===== config.mk =====
export PLATFORM = sky130hd
export DESIGN_NAME = ocema_front
export DESIGN_NICKNAME = d
export VERILOG_FILES = /design/src/hdl/ocema_pkg.sv /design/src/hdl/ocema_front.sv
export SDC_FILE = /design/constraint.sdc
export NUM_CORES = 1
export LEC_CHECK = 0
export BUFFER_PORTS_ARGS = -buffer_cell sky130_fd_sc_hd__buf_2
export CAP_MARGIN = 20
export CORE_UTILIZATION = 35
export CTS_BUF_LIST = sky130_fd_sc_hd__clkbuf_16
export DETAILED_ROUTE_END_ITERATION = 10
export GPL_ROUTABILITY_DRIVEN = 0
export PLACE_DENSITY = 0.5
export SLEW_MARGIN = 25
export SYNTH_ARGS = -nofsm -noshare
export SYNTH_HDL_FRONTEND = slang
export SYNTH_SLANG_ARGS = --single-unit

===== constraint.sdc =====
create_clock -name clk -period 7.2 [get_ports clk]
set_clock_uncertainty 0.05 [all_clocks]
set_input_delay 1.44 -clock clk [delete_from_list [all_inputs] [get_ports clk]]
set_output_delay 1.44 -clock clk [all_outputs]
set_load 0.02 [all_outputs]

===== src/hdl/ocema_pkg.sv =====
package ocema_pkg;

  localparam int NCH          = 4;
  localparam int CHANNELS     = 4;
  localparam int CALIB_SCANS  = 5;
  localparam int FILTER_SHIFT = 8;

  localparam int SAMPLE_W   = 12;
  localparam int GAIN_W     = 10;
  localparam int PROD_W     = SAMPLE_W + GAIN_W;
  localparam int OFFSET_W   = 25;
  localparam int AMP_OUT_W  = 23;
  localparam int VOLT_X_W   = 16;

  localparam int RAW_STATE_W  = SAMPLE_W + FILTER_SHIFT;
  localparam int AMP_STATE_W  = AMP_OUT_W + FILTER_SHIFT;
  localparam int VOLT_STATE_W = VOLT_X_W + FILTER_SHIFT;
  localparam int AMP_D_W      = OFFSET_W + 1;
  localparam int AMP_DIFF_W   = AMP_D_W + FILTER_SHIFT + 1;

  localparam int SCAN_W = $clog2(CALIB_SCANS + 1);

  // Truncating division of the offset sum by the scan count as a reciprocal multiply.
  localparam int DIV_SHIFT  = OFFSET_W + $clog2(CALIB_SCANS);
  localparam int DIV_MULT_W = DIV_SHIFT + 1;
  localparam logic [DIV_MULT_W-1:0] DIV_MULT =
    DIV_MULT_W'(((64'd1 << DIV_SHIFT) + 64'(CALIB_SCANS) - 64'd1) / 64'(CALIB_SCANS));

  // The voltage input is (sample + 400) * 4.5, held in Q1.
  localparam int VOLT_OFFSET = 400;
  localparam int VOLT_SCALE  = 9;

  localparam int CFG_INDEX_W = 2;
  localparam logic [CFG_INDEX_W-1:0] REG_GAIN_CH0 = 2'd0;
  localparam logic [CFG_INDEX_W-1:0] REG_GAIN_CH1 = 2'd1;
  localparam logic [CFG_INDEX_W-1:0] REG_GAIN_CH2 = 2'd2;
  localparam logic [CFG_INDEX_W-1:0] REG_GAIN_CH3 = 2'd3;

  typedef logic [NCH-1:0][GAIN_W-1:0]    gain_bank_t;
  typedef logic [NCH-1:0][SAMPLE_W-1:0]  sample_bank_t;
  typedef logic [NCH-1:0][PROD_W-1:0]    prod_bank_t;
  typedef logic [NCH-1:0][AMP_OUT_W-1:0] amp_bank_t;

  localparam gain_bank_t GAIN_RESET = {10'd312, 10'd312, 10'd387, 10'd312};

  typedef struct packed {
    logic commit;
    logic calib;
    logic calib_last;
  } lane_ctl_t;

endpackage


===== src/hdl/ocema_front.sv =====
module ocema_front (
  input  logic                                clk,
  input  logic                                load,
  input  ocema_pkg::gain_bank_t               gains,
  input  logic [ocema_pkg::SAMPLE_W-1:0]      sample_ch0,
  input  logic [ocema_pkg::SAMPLE_W-1:0]      sample_ch1,
  input  logic [ocema_pkg::SAMPLE_W-1:0]      sample_ch2,
  input  logic [ocema_pkg::SAMPLE_W-1:0]      sample_ch3,
  input  logic [ocema_pkg::SAMPLE_W-1:0]      sample_volt,
  output ocema_pkg::sample_bank_t             stage_sample,
  output ocema_pkg::prod_bank_t               stage_prod,
  output logic [ocema_pkg::VOLT_X_W-1:0]      stage_volt
);

  ocema_pkg::sample_bank_t           sample_in;
  ocema_pkg::prod_bank_t             prod_next;
  logic [ocema_pkg::VOLT_X_W-1:0]    volt_next;

  assign sample_in = {sample_ch3, sample_ch2, sample_ch1, sample_ch0};

  always_comb begin
    for (int i = 0; i < ocema_pkg::NCH; i++) begin
      prod_next[i] = ocema_pkg::PROD_W'(gains[i]) * ocema_pkg::PROD_W'(sample_in[i]);
    end
  end

  assign volt_next = (ocema_pkg::VOLT_X_W'(sample_volt)
                      + ocema_pkg::VOLT_X_W'(ocema_pkg::VOLT_OFFSET))
                     * ocema_pkg::VOLT_X_W'(ocema_pkg::VOLT_SCALE);

  always_ff @(posedge clk) begin
    if (load) begin
      stage_sample <= sample_in;
      stage_prod   <= prod_next;
      stage_volt   <= volt_next;
    end
  end

endmodule


==> flow_metrics.py <==
metrics = {
    "finish": {
        "fin_area_sq_um": 23460,
        "antenna_cells": 0,
        "postLayoutCoreUtil_pct": 39.75,
        "layout.nets": 2903,
        "area_growth_pct": 12.24,
        "drive_gt1_share_pct": 13.36,
    },
    "run": {
        "max_cap_violations": 0,
    },
    "logic_synthesis": {
        "synth.largest_area_cell": "fa_1",
        "yosys.area_share.xor_xnor_pct": 3.352,
        "synth-compound-area-share_pct": 6.519,
        "synthTopCellsByArea": "fa_1, edfxtp_1, ha_1",
        "post_synth.cell_area_avg_sq_um": 10.25,
        "synth_top_family_by_area": "adder cells",
        "async_flop_share_pct": 0,
        "synth_fp_nets": 2702,
        "synth_seq_area_share_pct": 21.84,
        "synth_edf_count": 152,
        "yosysWarnings": 0,
        "netlist_area_sq_um": 20900,
        "synthAdderAreaFrac_pct": 44.82,
        "synth_top_area_share_pct": 29.98,
        "netlist_instances": 2039,
        "synth.area.mux_share_pct": 0.1916,
        "synthSimpleGateAreaFrac_pct": 15.98,
        "ys_seq_elements": 152,
        "synthFlopType": "edfxtp_1",
        "yosysUniqueCellTypes": 62,
    },
    "global_route": {
        "grt_max_degree": 86,
        "grt_pass1_wl_um": 81900,
        "antenna_found_initial": 5,
        "grt_use_total_pct": 17.31,
        "grt_pass1_vias": 15450,
        "grt_overflow": 0,
    },
    "floorplan": {
        "die_x_um": 246.4,
        "rows": 89,
        "initial_utilization_pct": 35.41,
        "dieArea_sq_um": 60700,
        "core_area_sq_um": 59020,
        "die_h_um": 246.4,
        "ioPinCount": 254,
    },
    "timing": {
        "final_max_slew_viol_count": 0,
        "max_freq_mhz": 160.8,
        "rsz0062_at_grt": "false",
        "slew_headroom_pct": 33.41,
        "layout_min_cycle_time_ns": 6.220,
        "setup_violations": 0,
        "tns_ns": 0,
        "min_period_over_period_pct": 86.38,
        "hold_violations": 0,
        "whs_ns": 1.106,
        "worstMarginPinSlew_ns": 0.9989,
    },
    "detailed_routing": {
        "drtIter0Drc": 557,
        "drc": 0,
        "vias": 14660,
        "antenna_left": 0,
        "wirelength_um": 49820,
        "vias_per_cell": 4.843,
        "post_drt_wl_per_cell_um": 16.46,
        "drt_first_pass_iters": 5,
    },
    "setup_path": {
        "path_class": "input port to flop",
        "arrival_ns": 6.40,
        "end_kind": "flop",
        "crit_required_ns": 7.38,
        "cp_max_fo": 12,
        "worstSetupStartpointType": "input port",
    },
    "clock_network": {
        "clk_pin_slew_ns": 0.07,
        "holdBufCountCts": 0,
        "clock_path_buffers": 2,
        "cts_buffers": 17,
        "ctsResizeCount": 0,
        "cts_root_buf": "clkbuf_16",
        "cts_tree": "yes",
        "post_cts_buffers": 0,
        "h-tree-depth": 4,
        "clock_sinks": 152,
    },
    "hold_path": {
        "min_path_type": "input port to flop",
    },
    "power_and_ir_drop": {
        "peakVddDrop_uv": 249.9,
        "cellPowerDensity_nw_per_um2": 377.1,
        "leakagePower_nw": 11.62,
    },
    "outcome": {
        "status": "completed",
    },
    "place": {
        "io_buffer_count": 253,
        "hpwl_um": 40360,
        "post_dp_cell_area_sq_um": 22880,
    },
}
==> cell families (layout without fill, tap and decap cells) <==
logic type                 after synthesis  after routing
AOI/OAI and AO/OA                      198            198
xor gates and xnor gates                80             80
adders and majority gates              561            561
buffers and inverters                  406            620
DFF                                    152            152
muxes                                    4              4
and+or+nand+nor                        638            638
==> area by class of cell <==
cell class | instances | area (sq um)
clock buffers | 17 | 425.4
clock inverters | 15 | 152.6
well taps | 773 | 967.2
flip-flops and latches | 152 | 4564
repair buffers | 255 | 1287
fillers | 5870 | 35560
multi-input cells | 1481 | 14810
inverters | 333 | 1250
==> critical path, stage by stage <==
cell	delay, ns
buf_2	0.21
nand2_1	0.11
fa_1	0.54
inv_1	0.06
fa_1	0.49
inv_1	0.05
fa_1	0.52
inv_1	0.05
fa_1	0.47
inv_1	0.05
fa_1	0.47
inv_1	0.04
ha_1	0.29
o21ai_0	0.11
a21boi_0	0.19
o22ai_1	0.17
o21ai_1	0.31
nand4_1	0.25
and3_1	0.23
or3_1	0.35
==> routing by layer <==
layer,track usage [%],vias up,wire [um]
met4,3.976,2,734
met2,28.65,300,24300
met3,3.747,49,2415
met5,0,-,10
met1,23.01,7376,22370
li1,-,6928,-
==> cells in the final DEF, fill, tap and decap left out, types with 12 or more instances in the layout <==
cell,count
inv_1,333
nand2_1,229
o21ai_0,25
o21bai_1,16
and2_1,287
edfxtp_1,152
clkbuf_16,17
a21oi_1,57
nor2_1,28
fa_1,313
xnor2_1,55
xor2_1,25
nor3_1,12
ha_1,248
nand3_1,14
nor2b_1,12
and3_1,12
a21o_1,30
buf_2,252
nand2b_1,12
==> report_power, final <==
part / internal [W] / switching (W) / total [W] / leakage (nW)
clock: 0.000463 / 0.000471 / 0.000934 / 0.277
sequential: 0.00154 / 0.000102 / 0.00165 / 1.49
combinational: 0.00261 / 0.00366 / 0.00627 / 9.86
total: 0.00461 / 0.00423 / 0.00885 / 11.6
==> synth_stat cells, types with 10 or more instances <==
cell	n
nand2b_1	12
nand3_1	14
a21oi_1	57
o21a_1	10
xnor2_1	55
clkbuf_1	73
nor2_1	28
fa_1	313
o21ai_0	25
nor2b_1	12
o21bai_1	16
a21o_1	30
nand2_1	229
xor2_1	25
edfxtp_1	152
nand4_1	10
and3_1	12
nor3_1	12
inv_1	333
and2_1	287
ha_1	248
==> path summary, 6_finish.rpt <==
| path | startpoint | to | cells past startpoint |
|---|---|---|---|
| max | gains[11] | stage_prod[40] | 20 |
| min | sample_volt[0] | stage_volt[0] | 1 |
==> registers in the layout, indices dropped and copies added (netlist names) <==
register      flops
stage_prod       88
stage_volt       16
stage_sample     48
==> metrics by stage <==
step | std cells | total power, W | setup slack, ns
2_1_floorplan | 2039 | 0.006359 | 0.7009
3_3_place_gp | 2994 | 0.007892 | 0.5098
6_report | 3026 | 0.008847 | 0.9804
4_1_cts | 3026 | 0.009000 | 1.004
3_5_place_dp | 2994 | 0.007964 | 0.4480
5_1_grt | 3026 | 0.009848 | 0.5954
No activity file was read; power rests on OpenSTA's default activity.
