===== src/hdl/ocema_pkg.sv =====
package ocema_pkg;

  localparam int NCH          = 4;
  localparam int CHANNELS     = 4;
  localparam int CALIB_SCANS  = 5;
  localparam int FILTER_SHIFT = 8;

  localparam int SAMPLE_W   = 12;
  localparam int GAIN_W     = 10;
  localparam int PROD_W     = SAMPLE_W + GAIN_W;
  localparam int OFFSET_W   = 25;
  localparam int AMP_OUT_W  = 23;
  localparam int VOLT_X_W   = 16;

  localparam int RAW_STATE_W  = SAMPLE_W + FILTER_SHIFT;
  localparam int AMP_STATE_W  = AMP_OUT_W + FILTER_SHIFT;
  localparam int VOLT_STATE_W = VOLT_X_W + FILTER_SHIFT;
  localparam int AMP_D_W      = OFFSET_W + 1;
  localparam int AMP_DIFF_W   = AMP_D_W + FILTER_SHIFT + 1;

  localparam int SCAN_W = $clog2(CALIB_SCANS + 1);

  // Truncating division of the offset sum by the scan count as a reciprocal multiply.
  localparam int DIV_SHIFT  = OFFSET_W + $clog2(CALIB_SCANS);
  localparam int DIV_MULT_W = DIV_SHIFT + 1;
  localparam logic [DIV_MULT_W-1:0] DIV_MULT =
    DIV_MULT_W'(((64'd1 << DIV_SHIFT) + 64'(CALIB_SCANS) - 64'd1) / 64'(CALIB_SCANS));

  // The voltage input is (sample + 400) * 4.5, held in Q1.
  localparam int VOLT_OFFSET = 400;
  localparam int VOLT_SCALE  = 9;

  localparam int CFG_INDEX_W = 2;
  localparam logic [CFG_INDEX_W-1:0] REG_GAIN_CH0 = 2'd0;
  localparam logic [CFG_INDEX_W-1:0] REG_GAIN_CH1 = 2'd1;
  localparam logic [CFG_INDEX_W-1:0] REG_GAIN_CH2 = 2'd2;
  localparam logic [CFG_INDEX_W-1:0] REG_GAIN_CH3 = 2'd3;

  typedef logic [NCH-1:0][GAIN_W-1:0]    gain_bank_t;
  typedef logic [NCH-1:0][SAMPLE_W-1:0]  sample_bank_t;
  typedef logic [NCH-1:0][PROD_W-1:0]    prod_bank_t;
  typedef logic [NCH-1:0][AMP_OUT_W-1:0] amp_bank_t;

  localparam gain_bank_t GAIN_RESET = {10'd312, 10'd312, 10'd387, 10'd312};

  typedef struct packed {
    logic commit;
    logic calib;
    logic calib_last;
  } lane_ctl_t;

endpackage


===== src/hdl/ocema_lane.sv =====
module ocema_lane (
  input  logic                                       clk,
  input  logic                                       rst,
  input  ocema_pkg::lane_ctl_t                       ctl,
  input  logic [ocema_pkg::SAMPLE_W-1:0]             sample,
  input  logic [ocema_pkg::PROD_W-1:0]               prod,
  output logic [ocema_pkg::SAMPLE_W-1:0]             raw_avg,
  output logic signed [ocema_pkg::AMP_OUT_W-1:0]     amp_avg
);

  localparam int F      = ocema_pkg::FILTER_SHIFT;
  localparam int RAW_W  = ocema_pkg::RAW_STATE_W;
  localparam int AMP_W  = ocema_pkg::AMP_STATE_W;
  localparam int OFS_W  = ocema_pkg::OFFSET_W;
  localparam int D_W    = ocema_pkg::AMP_D_W;
  localparam int DIFF_W = ocema_pkg::AMP_DIFF_W;
  localparam int QUOT_W = OFS_W + ocema_pkg::DIV_MULT_W;

  logic [RAW_W-1:0]         raw_state;
  logic [RAW_W-1:0]         raw_next;
  logic [AMP_W-1:0]         amp_state;
  logic [AMP_W-1:0]         amp_next;
  logic [OFS_W-1:0]         offset_store;
  logic [OFS_W-1:0]         offset_next;

  logic [OFS_W-1:0]         offset_sum;
  logic [QUOT_W-1:0]        quot_full;
  logic signed [RAW_W:0]    raw_diff;
  logic signed [RAW_W:0]    raw_step;
  logic signed [D_W-1:0]    amp_d;
  logic signed [DIFF_W-1:0] amp_diff;
  logic signed [DIFF_W-1:0] amp_step;

  assign offset_sum = offset_store + OFS_W'(prod);
  assign quot_full  = QUOT_W'(offset_sum) * QUOT_W'(ocema_pkg::DIV_MULT);

  assign raw_diff = $signed({1'b0, sample, {F{1'b0}}}) - $signed({1'b0, raw_state});
  assign raw_step = raw_diff >>> F;

  assign amp_d    = $signed({1'b0, OFS_W'(prod)}) - $signed({1'b0, offset_store});
  assign amp_diff = $signed({{(DIFF_W - F - D_W){amp_d[D_W-1]}}, amp_d, {F{1'b0}}})
                    - $signed({{(DIFF_W - AMP_W){amp_state[AMP_W-1]}}, amp_state});
  assign amp_step = amp_diff >>> F;

  always_comb begin
    raw_next    = raw_state;
    amp_next    = amp_state;
    offset_next = offset_store;
    if (ctl.calib) begin
      offset_next = ctl.calib_last ? quot_full[ocema_pkg::DIV_SHIFT +: OFS_W] : offset_sum;
    end else begin
      raw_next = raw_state + raw_step[RAW_W-1:0];
      amp_next = amp_state + amp_step[AMP_W-1:0];
    end
  end

  always_ff @(posedge clk) begin
    if (rst) begin
      raw_state    <= '0;
      amp_state    <= '0;
      offset_store <= '0;
    end else if (ctl.commit) begin
      raw_state    <= raw_next;
      amp_state    <= amp_next;
      offset_store <= offset_next;
    end
  end

  assign raw_avg = raw_next[F +: ocema_pkg::SAMPLE_W];
  assign amp_avg = amp_next[F +: ocema_pkg::AMP_OUT_W];

endmodule


===== config.mk =====
export PLATFORM = sky130hd
export DESIGN_NAME = ocema_lane
export DESIGN_NICKNAME = d
export VERILOG_FILES = /design/src/hdl/ocema_pkg.sv /design/src/hdl/ocema_lane.sv
export SDC_FILE = /design/constraint.sdc
export NUM_CORES = 1
export LEC_CHECK = 0
export BUFFER_PORTS_ARGS = -buffer_cell sky130_fd_sc_hd__buf_2
export CAP_MARGIN = 10
export CORE_MARGIN = 2
export CORE_UTILIZATION = 40
export DETAILED_ROUTE_END_ITERATION = 8
export PLACE_DENSITY_LB_ADDON = 0.2
export SLEW_MARGIN = 25
export SYNTH_ARGS = -nofsm -noshare
export SYNTH_HDL_FRONTEND = slang
export SYNTH_SLANG_ARGS = --single-unit

===== constraint.sdc =====
create_clock -name clk -period 9.6 [get_ports clk]
set_input_delay 0.96 -clock clk [delete_from_list [all_inputs] [get_ports clk]]
set_output_delay 0.96 -clock clk [all_outputs]
set_load 0.02 [all_outputs]

==> results_dict.tcl <==
set metrics [dict create \
    rsz0062_at_grt "false" \
    cp_num_buf_inv 6 \
    synth-seq-cells 76 \
    clk_pin_slew_ns 0.07 \
    cap_viol_max_count 0 \
    crit_arrival_ns 9.52 \
    pre_cts_ws_ns -0.02060 \
    period_needed_ns 9.193 \
    end_kind "flip-flop" \
    holdPathStages 2 \
    crit_slowest_cell "fa_1" \
    first_global_vias 17890 \
    hold_class "flip-flop to flip-flop" \
    vias 17330 \
    cts_tree "done" \
    holdCritStartpoint "raw_state[0]" \
    seq_area_um2 1521 \
    fmax_mhz 108.8 \
    wl_per_cell_um 18.53 \
    antenna_found_initial 0 \
    cts_htree_levels 3 \
    slew_headroom_pct 31.68 \
    ys_async_sr_fraction_pct 0 \
    fin_crit_sh_pct 95.76 \
    r2r_start "offset_store[10]" \
    hold_violations 0 \
    wl_mm 59.93 \
    drt_iter0_drc 1057 \
    start_util_pct 40.54 \
    drv_slew 0 \
    vias_per_cell 5.358 \
    synth_nets 3144 \
    port-buffer-count 73 \
    dp_hpwl_mm 51.47 \
    ioPinCount 74 \
    top_usage_layer "met2" \
    crit_top_cell "fa_1" \
    status "complete, no violations" \
    nets 3219 \
    fillers 5190 \
    overflow 0 \
    clock_skew_ns 0.01199 \
    multi_input_area_um2 17360 \
    yosysUniqueCellTypes 104 \
    finalSetupTns_ns 0 \
    syn_avg_cell_area_um2 8.431 \
    holdPathEnd "raw_state[0]" \
    crit_family "adder cells" \
    die_h_um 232.5 \
    grt_max_degree 71 \
    r2r-end "offset_store[22]" \
    path_max_fanout 7 \
    globalplace.congestion 0.8999 \
    grt_use_met3_pct 1.348 \
    hold_buffers 0 \
    synth-seq-area-share_pct 7.285 \
    ys_warn_count 0 \
    synth_edf_count 0 \
    synth_area_um2 20880 \
    cp.required_ns 9.92 \
    dp.cells 3219 \
    synth_cells 2477 \
    syn_to_final_growth_pct 8.310 \
    antenna_left 0 \
    die_w_um 232.5 \
    root_buffer "clkbuf_16" \
    clkSinkCount 76 \
    n_antenna_cell 0 \
    clock_latency_ns 0.37 \
    grtUsageMet2_pct 40.23 \
    r2r_cells 31 \
    clock_path_buffers 2 \
    stdcell_count 3234 \
    rows 83 \
    core-area_um2 51510 \
    drtPass1Iterations 7 \
    setup.worst_path.class "input pin to flip-flop" \
    grtUsageTotal_pct 22.63 \
    rrSetupSlack_ns 0.73 \
    synth-main-ff-cell "dfxtp_1" \
    slowest_delay_ns 0.56 \
    startpoint_type "input pin" \
    drive_gt1_share_pct 7.518 \
    numCtsBuffers 9 \
    fin_ws_ns 0.4066 \
    final-setup-viol-count 0 \
    grtUsageMet1_pct 29.68 \
    die_area_um2 54050 \
    drc 0 \
    grt_pass1_wl_mm 96.05 \
    tightest_slew_ns 1.017 \
]
[flip-flops by register name, indices dropped and copies added, names as in the netlist]
register and flops:
amp_state 31, raw_state 20, offset_store 25
[per-layer routing]
layer  share of wire, %  routed length, µm
met5                  0                  0
met4                2.3               1360
met3                3.5               2091
met2                 49              29450
met1                 45              27020
[worst max path at each step]
stage,from,end,slack [ns],cells after the start
after detailed placement,prod[10],offset_store[15],-0.02,31
final,prod[10],offset_store[22],0.41,31
after CTS,prod[10],offset_store[15],0.28,31
after global routing,prod[10],offset_store[22],0.05,31
after floorplan,prod[11],offset_store[22],0.85,30
after global placement,prod[10],offset_store[15],0.09,31
[worst register-to-register path: cells and delay by family (launching register included)]
family / cells / cell delay [ns]
buf+inv: 6 / 0.48
compound gates: 12 / 2.79
xor+xnor: 1 / 0.18
flops: 1 / 0.37
simple gates: 3 / 0.84
fa+ha+maj: 9 / 4.21
[synthesized netlist by cell type (all sizes together) (20+ instances only)]
| library cell | count | area (µm²) |
|---|---|---|
| a211oi | 20 | 155.1 |
| inv | 481 | 1805 |
| nor3 | 42 | 210.2 |
| fa | 236 | 4725 |
| dfxtp | 76 | 1521 |
| nand2b | 30 | 195.2 |
| o21bai | 27 | 202.7 |
| nand4 | 22 | 137.6 |
| nor2 | 140 | 525.5 |
| ha | 392 | 4905 |
| o21ai | 116 | 584.3 |
| nand3 | 42 | 210.2 |
| xnor2 | 101 | 892.1 |
| and2 | 23 | 143.9 |
| xor2 | 41 | 359.1 |
| clkbuf | 50 | 197.7 |
| o21a | 27 | 204.0 |
| a21oi | 165 | 829.6 |
| nand2 | 141 | 531.8 |
| a21o | 56 | 420.4 |
[logic make-up (layout without fill, tap and decap cells)]
kind of cell / count (synthesis) / after routing / synth area share (%)
XOR/XNOR: 142 / 142 / 5.991
multiplexers: 15 / 15 / 0.7609
AND/OR/NAND/NOR: 526 / 526 / 12.36
AO/OA/AOI/OAI: 548 / 548 / 17.63
flip-flops: 76 / 76 / 7.285
adder cells (fa/ha/maj): 628 / 628 / 46.11
buffers and inverters: 542 / 619 / 9.868
[cells in the final DEF (no fill, tap or decap), drive strengths merged, types with 6 or more instances in the layout]
cell	count
a211o	6
a211oi	20
a21o	56
a21oi	165
a221oi	9
a22oi	7
a311oi	6
a31oi	17
a41oi	6
and2	23
and3	14
buf	125
clkbuf	11
dfxtp	76
fa	236
ha	392
inv	481
mux2i	11
nand2	141
nand2b	30
nand3	42
nand3b	6
nand4	22
nor2	140
nor2b	19
nor3	42
nor4	9
o211ai	12
o21a	27
o21ai	116
o21bai	27
o31ai	16
or3	8
or4	8
xnor2	101
xor2	41
[stage by stage]
stage | utilization, % | cell area (µm²) | hold WS [ns]
4_1_cts | 43.78 | 22550 | 0.4790
3_5_place_dp | 43.17 | 22240 | 0.4696
6_report | 43.91 | 22620 | 0.4778
3_3_place_gp | 43.17 | 22240 | 0.4624
5_1_grt | 43.91 | 22620 | 0.4945
2_1_floorplan | - | 20880 | 0.4445
[layout make-up]
cell class,count,area share [%]
clock inverter,2,0.2655
timing repair buffer,125,3.396
sequential,76,6.726
tap,680,3.761
inverter,481,7.982
clock buffer,11,1.117
multi-input combinational,1859,76.75
[timing repair]
item,CTS,global route
setup endpoints to repair,0,3
buffers inserted,0,2
gates resized for setup,0,7
Power is left out: the tool's default activity adds up to more than one toggle a clock period on the data nets, which glitch-free logic cannot reach.
