File: src/hdl/ocema_pkg.sv
package ocema_pkg;

  localparam int NCH          = 4;
  localparam int CHANNELS     = 4;
  localparam int CALIB_SCANS  = 5;
  localparam int FILTER_SHIFT = 8;

  localparam int SAMPLE_W   = 12;
  localparam int GAIN_W     = 10;
  localparam int PROD_W     = SAMPLE_W + GAIN_W;
  localparam int OFFSET_W   = 25;
  localparam int AMP_OUT_W  = 23;
  localparam int VOLT_X_W   = 16;

  localparam int RAW_STATE_W  = SAMPLE_W + FILTER_SHIFT;
  localparam int AMP_STATE_W  = AMP_OUT_W + FILTER_SHIFT;
  localparam int VOLT_STATE_W = VOLT_X_W + FILTER_SHIFT;
  localparam int AMP_D_W      = OFFSET_W + 1;
  localparam int AMP_DIFF_W   = AMP_D_W + FILTER_SHIFT + 1;

  localparam int SCAN_W = $clog2(CALIB_SCANS + 1);

  // Truncating division of the offset sum by the scan count as a reciprocal multiply.
  localparam int DIV_SHIFT  = OFFSET_W + $clog2(CALIB_SCANS);
  localparam int DIV_MULT_W = DIV_SHIFT + 1;
  localparam logic [DIV_MULT_W-1:0] DIV_MULT =
    DIV_MULT_W'(((64'd1 << DIV_SHIFT) + 64'(CALIB_SCANS) - 64'd1) / 64'(CALIB_SCANS));

  // The voltage input is (sample + 400) * 4.5, held in Q1.
  localparam int VOLT_OFFSET = 400;
  localparam int VOLT_SCALE  = 9;

  localparam int CFG_INDEX_W = 2;
  localparam logic [CFG_INDEX_W-1:0] REG_GAIN_CH0 = 2'd0;
  localparam logic [CFG_INDEX_W-1:0] REG_GAIN_CH1 = 2'd1;
  localparam logic [CFG_INDEX_W-1:0] REG_GAIN_CH2 = 2'd2;
  localparam logic [CFG_INDEX_W-1:0] REG_GAIN_CH3 = 2'd3;

  typedef logic [NCH-1:0][GAIN_W-1:0]    gain_bank_t;
  typedef logic [NCH-1:0][SAMPLE_W-1:0]  sample_bank_t;
  typedef logic [NCH-1:0][PROD_W-1:0]    prod_bank_t;
  typedef logic [NCH-1:0][AMP_OUT_W-1:0] amp_bank_t;

  localparam gain_bank_t GAIN_RESET = {10'd312, 10'd312, 10'd387, 10'd312};

  typedef struct packed {
    logic commit;
    logic calib;
    logic calib_last;
  } lane_ctl_t;

endpackage

File: src/hdl/ocema_cfg.sv
module ocema_cfg (
  input  logic                                  clk,
  input  logic                                  rst,
  input  logic                                  cfg_write,
  input  logic [ocema_pkg::CFG_INDEX_W-1:0]     cfg_index,
  input  logic [ocema_pkg::GAIN_W-1:0]          cfg_data,
  output ocema_pkg::gain_bank_t                 gains
);

  always_ff @(posedge clk) begin
    if (rst) begin
      gains <= ocema_pkg::GAIN_RESET;
    end else if (cfg_write) begin
      unique case (cfg_index)
        ocema_pkg::REG_GAIN_CH0: gains[0] <= cfg_data;
        ocema_pkg::REG_GAIN_CH1: gains[1] <= cfg_data;
        ocema_pkg::REG_GAIN_CH2: gains[2] <= cfg_data;
        ocema_pkg::REG_GAIN_CH3: gains[3] <= cfg_data;
        default: gains <= gains;
      endcase
    end
  end

endmodule

File: config.mk
export PLATFORM = sky130hd
export DESIGN_NAME = ocema_cfg
export DESIGN_NICKNAME = d
export VERILOG_FILES = /design/src/hdl/ocema_pkg.sv /design/src/hdl/ocema_cfg.sv
export SDC_FILE = /design/constraint.sdc
export NUM_CORES = 1
export LEC_CHECK = 0
export BUFFER_PORTS_ARGS = -buffer_cell sky130_fd_sc_hd__buf_4
export CAP_MARGIN = 0
export CORE_UTILIZATION = 52
export DETAILED_ROUTE_END_ITERATION = 7
export PLACE_DENSITY = 0.83
export SYNTH_ARGS = -nofsm -noshare
export SYNTH_HDL_FRONTEND = slang
export SYNTH_SLANG_ARGS = --single-unit
File: constraint.sdc
create_clock -name clk -period 1.8 [get_ports clk]
set_input_delay 0.09 -clock clk [delete_from_list [all_inputs] [get_ports clk]]
set_output_delay 0.09 -clock clk [all_outputs]
set_load 0.02 [all_outputs]
==> results of run 1 <==
layout make-up:
type                    count  share of cell area [%]
clock buffers               8                    2.88
multi-input cells         102                    36.2
flip-flops and latches     40                    39.2
well taps                  31                    1.90
repair buffers             54                    19.8
cells by family (layout without fill, tap and decap cells):
| logic type | count (synthesis) | count (layout) | synth area share [%] |
|---|---|---|---|
| simple gates | 62 | 62 | 21.3 |
| mux | 40 | 40 | 25.2 |
| flops | 40 | 40 | 50.3 |
| buf+inv | 10 | 62 | 3.22 |
layer usage:
| metal | up-vias | routed length [µm] |
|---|---|---|
| met5 | - | 0 |
| met4 | 0 | 43 |
| met3 | 6 | 191 |
| met2 | 33 | 1470 |
| met1 | 545 | 1450 |
| li1 | 603 | - |
Yosys cell counts:
cell | count | share of area, %
mux2i_1 | 40 | 25
or3b_1 | 1 | 0.55
and3b_1 | 2 | 1.1
dfxtp_1 | 40 | 50
nor2_1 | 23 | 5.4
nand3b_1 | 1 | 0.47
buf_6 | 1 | 0.71
nand3_1 | 1 | 0.31
buf_2 | 5 | 1.6
nand2b_1 | 33 | 13
clkbuf_1 | 4 | 0.94
nor3b_1 | 1 | 0.47
power groups by stage:
stage / combinational [W] / clock, W / sequential (W)
floorplan: 0.0000924 / 0 / 0.000991
global placement: 0.000216 / 0 / 0.000952
detailed placement: 0.000220 / 0 / 0.000954
CTS: 0.000221 / 0.000477 / 0.000934
global route: 0.000236 / 0.000511 / 0.000937
finish: 0.000219 / 0.000462 / 0.000933
layout by cell type (no fill, tap or decap):
master and count:
nand3b_1 1, nand3_1 1, dfxtp_1 40, clkbuf_4 5, and3b_1 2, clkbuf_1 2
nor3b_1 1, nand2b_1 33, mux2i_1 40, or3b_1 1, buf_4 54, clkbuf_8 1
nor2_1 23
per-stage QoR:
stage | setup slack (ns) | hold slack (ns) | instances
2_1_floorplan | 0.955 | 0.245 | 152
3_3_place_gp | 0.678 | 0.360 | 227
3_5_place_dp | 0.619 | 0.377 | 227
4_1_cts | 0.841 | 0.0186 | 235
5_1_grt | 0.814 | 0.0191 | 235
6_report | 0.846 | 0.0236 | 235
path summary, 6_finish.rpt:
| check | from | to | slack (ns) | cells past startpoint |
|---|---|---|---|---|
| setup / recovery | gains[22] | gains[22] | 0.85 | 1 |
| hold / removal | cfg_data[7] | gains[17] | 0.02 | 3 |
| setup reg to reg | gains[23] | gains[23] | 1.15 | 2 |
| hold reg to reg | gains[12] | gains[12] | 0.48 | 2 |
==> summary.txt, run 1 <==
Critical path
  – Required time reported for the critical path endpoint: approximately 1.7 ns
  – WS Path Type: register to output port
  – Critical Path Start Type: register
  – Category of cells accounting for the largest share of critical-path delay: flip-flops
  – Chain of cells forming the critical path: buf_4
  – Signal arrival time at the worst endpoint: 0.86 ns
  – Buffering stage count on the worst path with inverters included: 1
  – Highest cell delay on the worst timing path: about 0.37 ns
  – Nature of the critical path endpoint: output port
  – Largest fanout on the critical path: 2
  – Crit path max-delay cell type: dfxtp_1

CTS
  – Clock Root Buffer: clkbuf_4
  – Clock edge transition at the registers on the reported setup and hold paths: between 0.1 and 0.15 ns
  – TritonCTS buffer count: 5
  – # clock sinks: 40
  – CTS tree: yes
  – CTS Buffer Depth: 2
  – Number of gates given a new drive strength after cts: 0
  – H-tree lvl count: 2
  – Number of setup buffers added after CTS: 0
  – Worst skew pair latency: about 0.34 ns
  – Hold-fix buffers, CTS: 0

Layout
  – Count of antenna diodes in the layout: 0
  – Area overhead of the layout relative to synthesis: 28.4%
  – Largest register FFs: 40
  – Register with the most flip-flops: gains
  – Final core utilization: 72.2%
  – Fin nets: between 200 and 250
  – Registers with the highest flip-flop counts: gains x40
  – Layout cells sized above 1: between 20 and 30%
  – Fill count: about 230
  – Reg area: around 800 µm²
  – Footprint of the multi-input gates: approximately 740 µm²
  – Area of all placed cells without fillers: 2040 µm²

STA
  – Count of final setup violators: 0
  – F_max: 1.05 GHz
  – Final Max Tran Viols: 0
  – Min cycle time layout: between 0.9 and 1 ns
  – Clock skew after layout: 0 ns
  – Count of final hold-check violations: 0
  – Setup TNS: 0 ns
  – RSZ-0062 raised after global routing: false
  – Crit share post-route: 53.0%
  – Worst Tran Pin Value: approximately 0.65 ns
  – Headroom to the max-slew limit: 56.5%

Logic synthesis
  – Share of synthesized area occupied by flip-flops and latches: 50.3%
  – Nets in the synthesized netlist: ~170
  – Warnings from Yosys: 0
  – Synth Area per Inst: approximately 10 µm²
  – Count of state elements after synthesis: 40
  – Yosys cell types: 12
  – Synthesized netlist cell count: 152
  – Post-synth design cell area: 1590 µm²

Global route
  – First-pass GRT wire length: a little over 5000 µm
  – Largest net degree at the start of global routing: 57
  – GR Util met2: 32.3%
  – GR Layer Usage met1: between 20% and 30%
  – Global route total overflow: 0
  – Met3 track demand over resource: around 8.2%
  – Most heavily used metal layer in global routing: met2
  – Number of antenna violations at the first check in global routing: 0
  – Total track usage: 20.7%
  – Via count of the first global-routing pass: around 1100

Run status
  – Violated checks: DRC
  – Result of the run: finished with violations

Power
  – Internal power of the cells: roughly 0.0012 W
  – LEAKAGE: 0.979 nW
  – Portion of total power attributed to combinational logic: roughly 14%
  – Net switching power figure: between 0.0004 and 0.0005 W
  – Sequential Power Share: 57.8%
  – Net switching fraction of the power: roughly 25%
  – Max VDD drop: ~0.00056 V
  – Overall power after layout: 0.00161 W
  – Clock share of power: roughly 29%
  – Ratio of total power to cell area: between 700 and 800 nW/µm²

Die
  – Site Rows: 19
  – Die Footprint: 3290 µm²
  – Placeable core region: between 2000 and 3000 µm²
  – IO Count: 55
  – Width of the chip: 57.3 µm
  – Y dimension of the die: ~57 µm
  – Starting density of the core: between 50 and 60%

Detailed routing
  – Routed wire length per instance: between 10 and 15 µm
  – Via density: slightly above 5
  – Number of nets with antenna violations after detailed routing: 0
  – Total number of vias: ~1200
  – Number of optimization iterations in the first detailed-route pass: 6
  – Iteration-0 DRC count of the detailed router: a little over 40
  – Total DRC errors in the routed layout: 8
  – Routed wire length: roughly 3200 µm

Placement
  – Post-place instance area: a little under 2000 µm²
  – Placer congestion estimate: slightly above 0.8
  – I/O Buffers: 54
  – DP Wirelength: 2230 µm

Run
  – MaxCap Viol Count: 0

Worst hold path
  – Path category of the worst min-delay check: input port to register
Note: power is estimated with default switching activity, not from simulation.
==> run 2: changes to the inputs <==
Settings changed: CORE_UTILIZATION 52 to 49, PLACE_DENSITY 0.83 to 0.78.
Clock period 1.8 ns to 1 ns, I/O delays scaled along.
==> run 2 against run 1 <==
  * Critical path type unchanged
  * Register-to-register slack got worse by 0.81 ns
  * Non-clock buffer count grew 17
  * Flip-flop and latch count did not move
  * The flow now finishes without violations
==> summary.txt, run 2 (synthesis gave the netlist of run 1 again) <==
Run status
  – Result of the run: complete, no violations

Layout
  – Register with the most flip-flops: gains
  – Layout cells sized above 1: between 30% and 40%
  – Final core utilization: 73.9%
  – Area overhead of the layout relative to synthesis: 42.8%
  – Final Instance Count excl. Fillers: 265
  – Fill count: approximately 230
  – Registers with the highest flip-flop counts: gains x40
  – Largest register FFs: 40
  – Fin nets: about 240
  – Count of antenna diodes in the layout: 0
  – Commonest cells after routing, fill and taps aside: buf_4 (64), mux2i_1 (40), dfxtp_1 (40)
  – Most common cell after layout, fill and taps aside: buf_4

STA
  – Setup TNS: 0 ns
  – Min cycle time layout: between 0.9 and 1 ns
  – Final Max Tran Viols: 0
  – Headroom to the max-slew limit: 70.7%
  – RSZ-0062 raised after global routing: false
  – Clock skew after layout: 0 ns
  – Post-route worst hold slack: around 0.059 ns
  – Count of final hold-check violations: 0
  – Worst Tran Pin Value: roughly 0.44 ns
  – Count of final setup violators: 0
  – F_max: roughly 1.1 GHz
  – Crit share post-route: roughly nine tenths

Worst hold path
  – Sink of the worst hold path: gains[32]
  – Path category of the worst min-delay check: input port to register
  – Number of stages on the worst hold path: 3
  – Start point of the worst hold path: cfg_data[2]

Global route
  – Total track usage: between 20% and 30%
  – Via count of the first global-routing pass: around 1300
  – Global route total overflow: 0
  – Largest net degree at the start of global routing: 57
  – Number of antenna violations at the first check in global routing: 0
  – First-pass GRT wire length: about 6000 µm

CTS
  – H-tree lvl count: 2
  – # clock sinks: 40
  – CTS tree: yes
  – Clock edge transition at the registers on the reported setup and hold paths: ~0.13 ns
  – Hold-fix buffers, CTS: 7
  – Worst skew pair latency: ~0.34 ns
  – TritonCTS buffer count: 5
  – Number of gates given a new drive strength after cts: 0
  – Number of setup buffers added after CTS: 0
  – CTS Buffer Depth: 2
  – Clock Root Buffer: clkbuf_4

Detailed routing
  – Number of nets with antenna violations after detailed routing: 0
  – Number of optimization iterations in the first detailed-route pass: 4
  – Total DRC errors in the routed layout: 0
  – Routed wire length per instance: ~14 µm
  – Iteration-0 DRC count of the detailed router: a little over 40
  – Routed wire length: 3670 µm
  – Total number of vias: between 1000 and 1500
  – Via density: ~4.8

Power
  – LEAKAGE: roughly 1.1 nW
  – Ratio of total power to cell area: between 1500 and 2000 nW/µm²
  – Max VDD drop: 0.00118 V

Placement
  – Placed cell count: 250
  – Placer congestion estimate: ~0.74
  – I/O Buffers: 54
  – DP Wirelength: ~2700 µm

Critical path
  – Nature of the critical path endpoint: output port
  – Category of cells accounting for the largest share of critical-path delay: flip-flops
  – Reg2reg end: gains[18]
  – R2R setup slack: between 0.3 and 0.4 ns
  – Largest fanout on the critical path: 2
  – Crit path max-delay cell type: dfxtp_1
  – Required time reported for the critical path endpoint: around 0.95 ns
  – Chain of cells forming the critical path: buf_4
  – Highest cell delay on the worst timing path: about 0.37 ns
  – WS Path Type: register to output port
  – Worst reg2reg path depth: 2
  – Critical Path Start Type: register
  – Signal arrival time at the worst endpoint: just under 0.9 ns
  – Startpoint of the worst register-to-register path: gains[18]
  – Buffering stage count on the worst path with inverters included: 1

Die
  – IO Count: between 50 and 60
  – Starting density of the core: 51.7%
  – Die Footprint: ~3500 µm²
  – Y dimension of the die: between 50 and 60 µm
  – Site Rows: 20
  – Width of the chip: 59.0 µm
  – Placeable core region: slightly above 3000 µm²

Run
  – MaxCap Viol Count: 0
## run 2: cell count changes in the layout (fill, tap and decap cells not counted), sizes merged
cell / before / now
dlygate4sd3: 0 / 7
bufinv: 0 / 3
buf: 54 / 64
clkbuf: 8 / 5
## run 2: layout make-up
class                   count  area, µm²  area share (%)
clock buffers               5       37.5            1.65
clock inverters             3       90.1            3.96
multi-input cells         102        739            32.5
flip-flops and latches     40        801            35.2
well taps                  44       55.1            2.42
repair buffers             71        551            24.2
## run 2: worst max path at each step
| stage | from | end | slack, ns | cells past startpoint |
|---|---|---|---|---|
| finish | gains[5] | gains[5] | 0.08 | 1 |
| global route | gains[10] | gains[10] | 0.03 | 1 |
| CTS | gains[5] | gains[5] | 0.07 | 1 |
| detailed placement | cfg_index[1] | gains[18] | -0.03 | 5 |
| global placement | cfg_index[1] | gains[8] | 0.02 | 4 |
| floorplan | cfg_index[1] | gains[8] | 0.19 | 3 |
## run 2: through the flow
stage | worst slack [ns] | cell area [µm²] | power (W)
floorplan | 0.195 | 1590 | 0.00195
global placement | 0.0199 | 2080 | 0.00213
detailed placement | -0.0339 | 2080 | 0.00214
CTS | 0.0652 | 2270 | 0.00371
global route | 0.0328 | 2270 | 0.00381
finish | 0.0808 | 2270 | 0.00369
## run 2: power breakdown
part	total, W	switching (W)	internal (W)
Sequential	0.00168	0.0000335	0.00165
Clock	0.00156	0.000531	0.00103
Combinational	0.000442	0.000220	0.000222
Total	0.00369	0.000785	0.00290
## run 2: worst reg2reg max path, cell delays in order (launching register included)
cell	delay (ns)
dfxtp_1	0.34
nor2_1	0.12
mux2i_1	0.09
## run 2: per-layer routing
| layer | GRT usage, % | up-vias | part of all wire (%) |
|---|---|---|---|
| li1 | - | 635 | - |
| met1 | 27.3 | 606 | 43 |
| met2 | 41.2 | 28 | 53 |
| met3 | 5.24 | 4 | 3.1 |
| met4 | 9.52 | 0 | 1.0 |
| met5 | 0 | - | 0 |
==> run 3: changes to the inputs <==
Settings changed: CELL_PAD_IN_SITES_DETAIL_PLACEMENT set to 0, CELL_PAD_IN_SITES_GLOBAL_PLACEMENT set to 1, CORE_UTILIZATION 49 to 36, PLACE_DENSITY 0.78 to not set, PLACE_DENSITY_LB_ADDON set to 0.1.
==> run 3 against run 2 <==
  * Critical path depth unchanged
  * Register-to-register slack better by 0.03 ns
  * Global-route usage decreased by 7.5 points
  * Worst hold slack worse by 0.028 ns
  * Cell count shrank 2.3%
  * Count of clock-buffer cells in the layout grew 1
  * First-iteration DRC count grew 41%
  * Sequential power about the same
  * Via count decreased by 7.3%
  * Non-clock buffer count fell by 12
  * Worst setup slack better by 0.074 ns
==> summary.txt, run 3 (synthesis gave the netlist of run 1 again) <==
Run status
  – Result of the run: complete, no violations

CTS
  – CTS tree: yes
  – Worst skew pair latency: 0.29 ns
  – Clock Root Buffer: clkbuf_8
  – H-tree lvl count: 2
  – CTS Buffer Depth: 2
  – # clock sinks: 40
  – Hold-fix buffers, CTS: 0
  – Clock edge transition at the registers on the reported setup and hold paths: roughly 0.080 ns
  – Number of setup buffers added after CTS: 0
  – Number of gates given a new drive strength after cts: 0
  – TritonCTS buffer count: 5

Critical path
  – Startpoint of the worst register-to-register path: gains[17]
  – Crit path max-delay cell type: dfxtp_1
  – Highest cell delay on the worst timing path: around 0.36 ns
  – Worst reg2reg path depth: 2
  – Buffering stage count on the worst path with inverters included: 1
  – Largest fanout on the critical path: 2
  – Signal arrival time at the worst endpoint: about 0.80 ns
  – Reg2reg end: gains[17]
  – Nature of the critical path endpoint: output port
  – Chain of cells forming the critical path: buf_4
  – R2R setup slack: approximately 0.37 ns
  – Required time reported for the critical path endpoint: ~0.95 ns
  – Category of cells accounting for the largest share of critical-path delay: flip-flops
  – Critical Path Start Type: register
  – WS Path Type: register to output port

Power
  – Ratio of total power to cell area: around 1600 nW/µm²
  – Internal power of the cells: about 0.0026 W
  – Max VDD drop: roughly 0.00073 V
  – Portion of total power attributed to combinational logic: 12.1%
  – Net switching power figure: 0.000796 W
  – Clock share of power: 38.2%
  – Net switching fraction of the power: 23.5%
  – Sequential Power Share: between 40 and 50%
  – LEAKAGE: just over 1 nW

Placement
  – I/O Buffers: between 50 and 60
  – Placer congestion estimate: roughly 0.76
  – DP Wirelength: around 2500 µm
  – Worst slack, placed: -0.00337 ns

STA
  – Setup TNS: 0 ns
  – RSZ-0062 raised after global routing: false
  – Final worst-path setup slack: approximately 0.15 ns
  – Post-route worst hold slack: 0.0309 ns
  – Count of final setup violators: 0
  – F_max: around 1.2 GHz
  – Clock skew after layout: 0 ns
  – Min cycle time layout: about 0.85 ns
  – Headroom to the max-slew limit: between 70% and 80%
  – Worst Tran Pin Value: roughly 0.43 ns
  – Crit share post-route: 84.6%
  – Count of final hold-check violations: 0
  – Final Max Tran Viols: 0

Layout
  – Largest register FFs: 40
  – Count of antenna diodes in the layout: 0
  – Registers with the highest flip-flop counts: gains x40
  – Reg area: between 800 and 900 µm²
  – Register with the most flip-flops: gains
  – Commonest cells after routing, fill and taps aside: buf_4 (58), mux2i_1 (40), dfxtp_1 (40)
  – Most common cell after layout, fill and taps aside: buf_4
  – Footprint of the multi-input gates: 739 µm²
  – Layout cells sized above 1: between 30% and 40%
  – Fill count: just under 400
  – Fin nets: about 220
  – Area overhead of the layout relative to synthesis: 36.1%

Detailed routing
  – Routed wire length: approximately 3400 µm
  – Via density: approximately 4.6
  – Number of optimization iterations in the first detailed-route pass: 4
  – Total number of vias: between 1000 and 1500
  – Number of nets with antenna violations after detailed routing: 0
  – Routed wire length per instance: 13.0 µm
  – Iteration-0 DRC count of the detailed router: a little under 60
  – Total DRC errors in the routed layout: 0

Die
  – Placeable core region: 4120 µm²
  – Die Footprint: about 4700 µm²
  – Width of the chip: 68.5 µm
  – IO Count: 55
  – Site Rows: 23
  – Y dimension of the die: between 60 and 70 µm
  – Starting density of the core: about two fifths

Worst hold path
  – Number of stages on the worst hold path: 3
  – Start point of the worst hold path: cfg_data[3]
  – Sink of the worst hold path: gains[13]
  – Path category of the worst min-delay check: input port to register

Global route
  – Largest net degree at the start of global routing: 54
  – Via count of the first global-routing pass: approximately 1100
  – Global route total overflow: 0
  – Total track usage: approximately 16%
  – First-pass GRT wire length: roughly 5300 µm
  – Number of antenna violations at the first check in global routing: 0

Run
  – MaxCap Viol Count: 0
-- run 3: cell types whose count changed in the layout (fill, tap and decap cells not counted) --
cell,delta
bufinv_16,-2
clkinv_2,+1
buf_12,+1
clkbuf_8,+5
dlygate4sd3_1,-7
clkbuf_1,+1
buf_4,-6
clkbuf_4,-5
-- run 3: power by group through the flow --
stage / clock network (W) / registers [W] / logic, W
floorplan: 0 / 0.00178 / 0.000166
global placement: 0 / 0.00171 / 0.000409
detailed placement: 0 / 0.00172 / 0.000416
CTS: 0.00133 / 0.00168 / 0.000416
global route: 0.00140 / 0.00169 / 0.000445
finish: 0.00129 / 0.00168 / 0.000411
-- run 3: through the flow --
stage | utilization (%) | area [µm²] | std cells | power (W)
floorplan | - | 1590 | 152 | 0.00195
global placement | 50.0 | 2060 | 251 | 0.00212
detailed placement | 50.0 | 2060 | 251 | 0.00213
CTS | 52.6 | 2170 | 259 | 0.00343
global route | 52.6 | 2170 | 259 | 0.00353
finish | 52.6 | 2170 | 259 | 0.00338
-- run 3: area by class of cell --
cell class | count | area share (%)
Sequential cell | 40 | 37.0
Multi-Input combinational cell | 102 | 34.1
Timing Repair Buffer | 59 | 21.0
Clock buffer | 6 | 3.35
Tap cell | 50 | 2.89
Clock inverter | 2 | 1.62
-- run 3: metal layers --
metal | vias to the layer above | share of wire (%) | GRT usage (%) | wire [µm]
li1 | 609 | - | - | -
met1 | 531 | 48 | 20.5 | 1620
met2 | 36 | 45 | 23.9 | 1530
met3 | 4 | 5.5 | 5.43 | 186
met4 | 0 | 1.0 | 7.03 | 35
met5 | - | 0 | 0 | 0
-- run 3: worst max path at each step --
stage | start | cells after the start | to | slack (ns)
final | gains[18] | 1 | gains[18] | 0.15
after global routing | gains[21] | 1 | gains[21] | 0.11
after detailed placement | cfg_index[1] | 4 | gains[8] | -0.003
after floorplan | cfg_index[1] | 3 | gains[8] | 0.19
after CTS | gains[16] | 1 | gains[16] | 0.14
after global placement | cfg_index[1] | 4 | gains[8] | 0.002
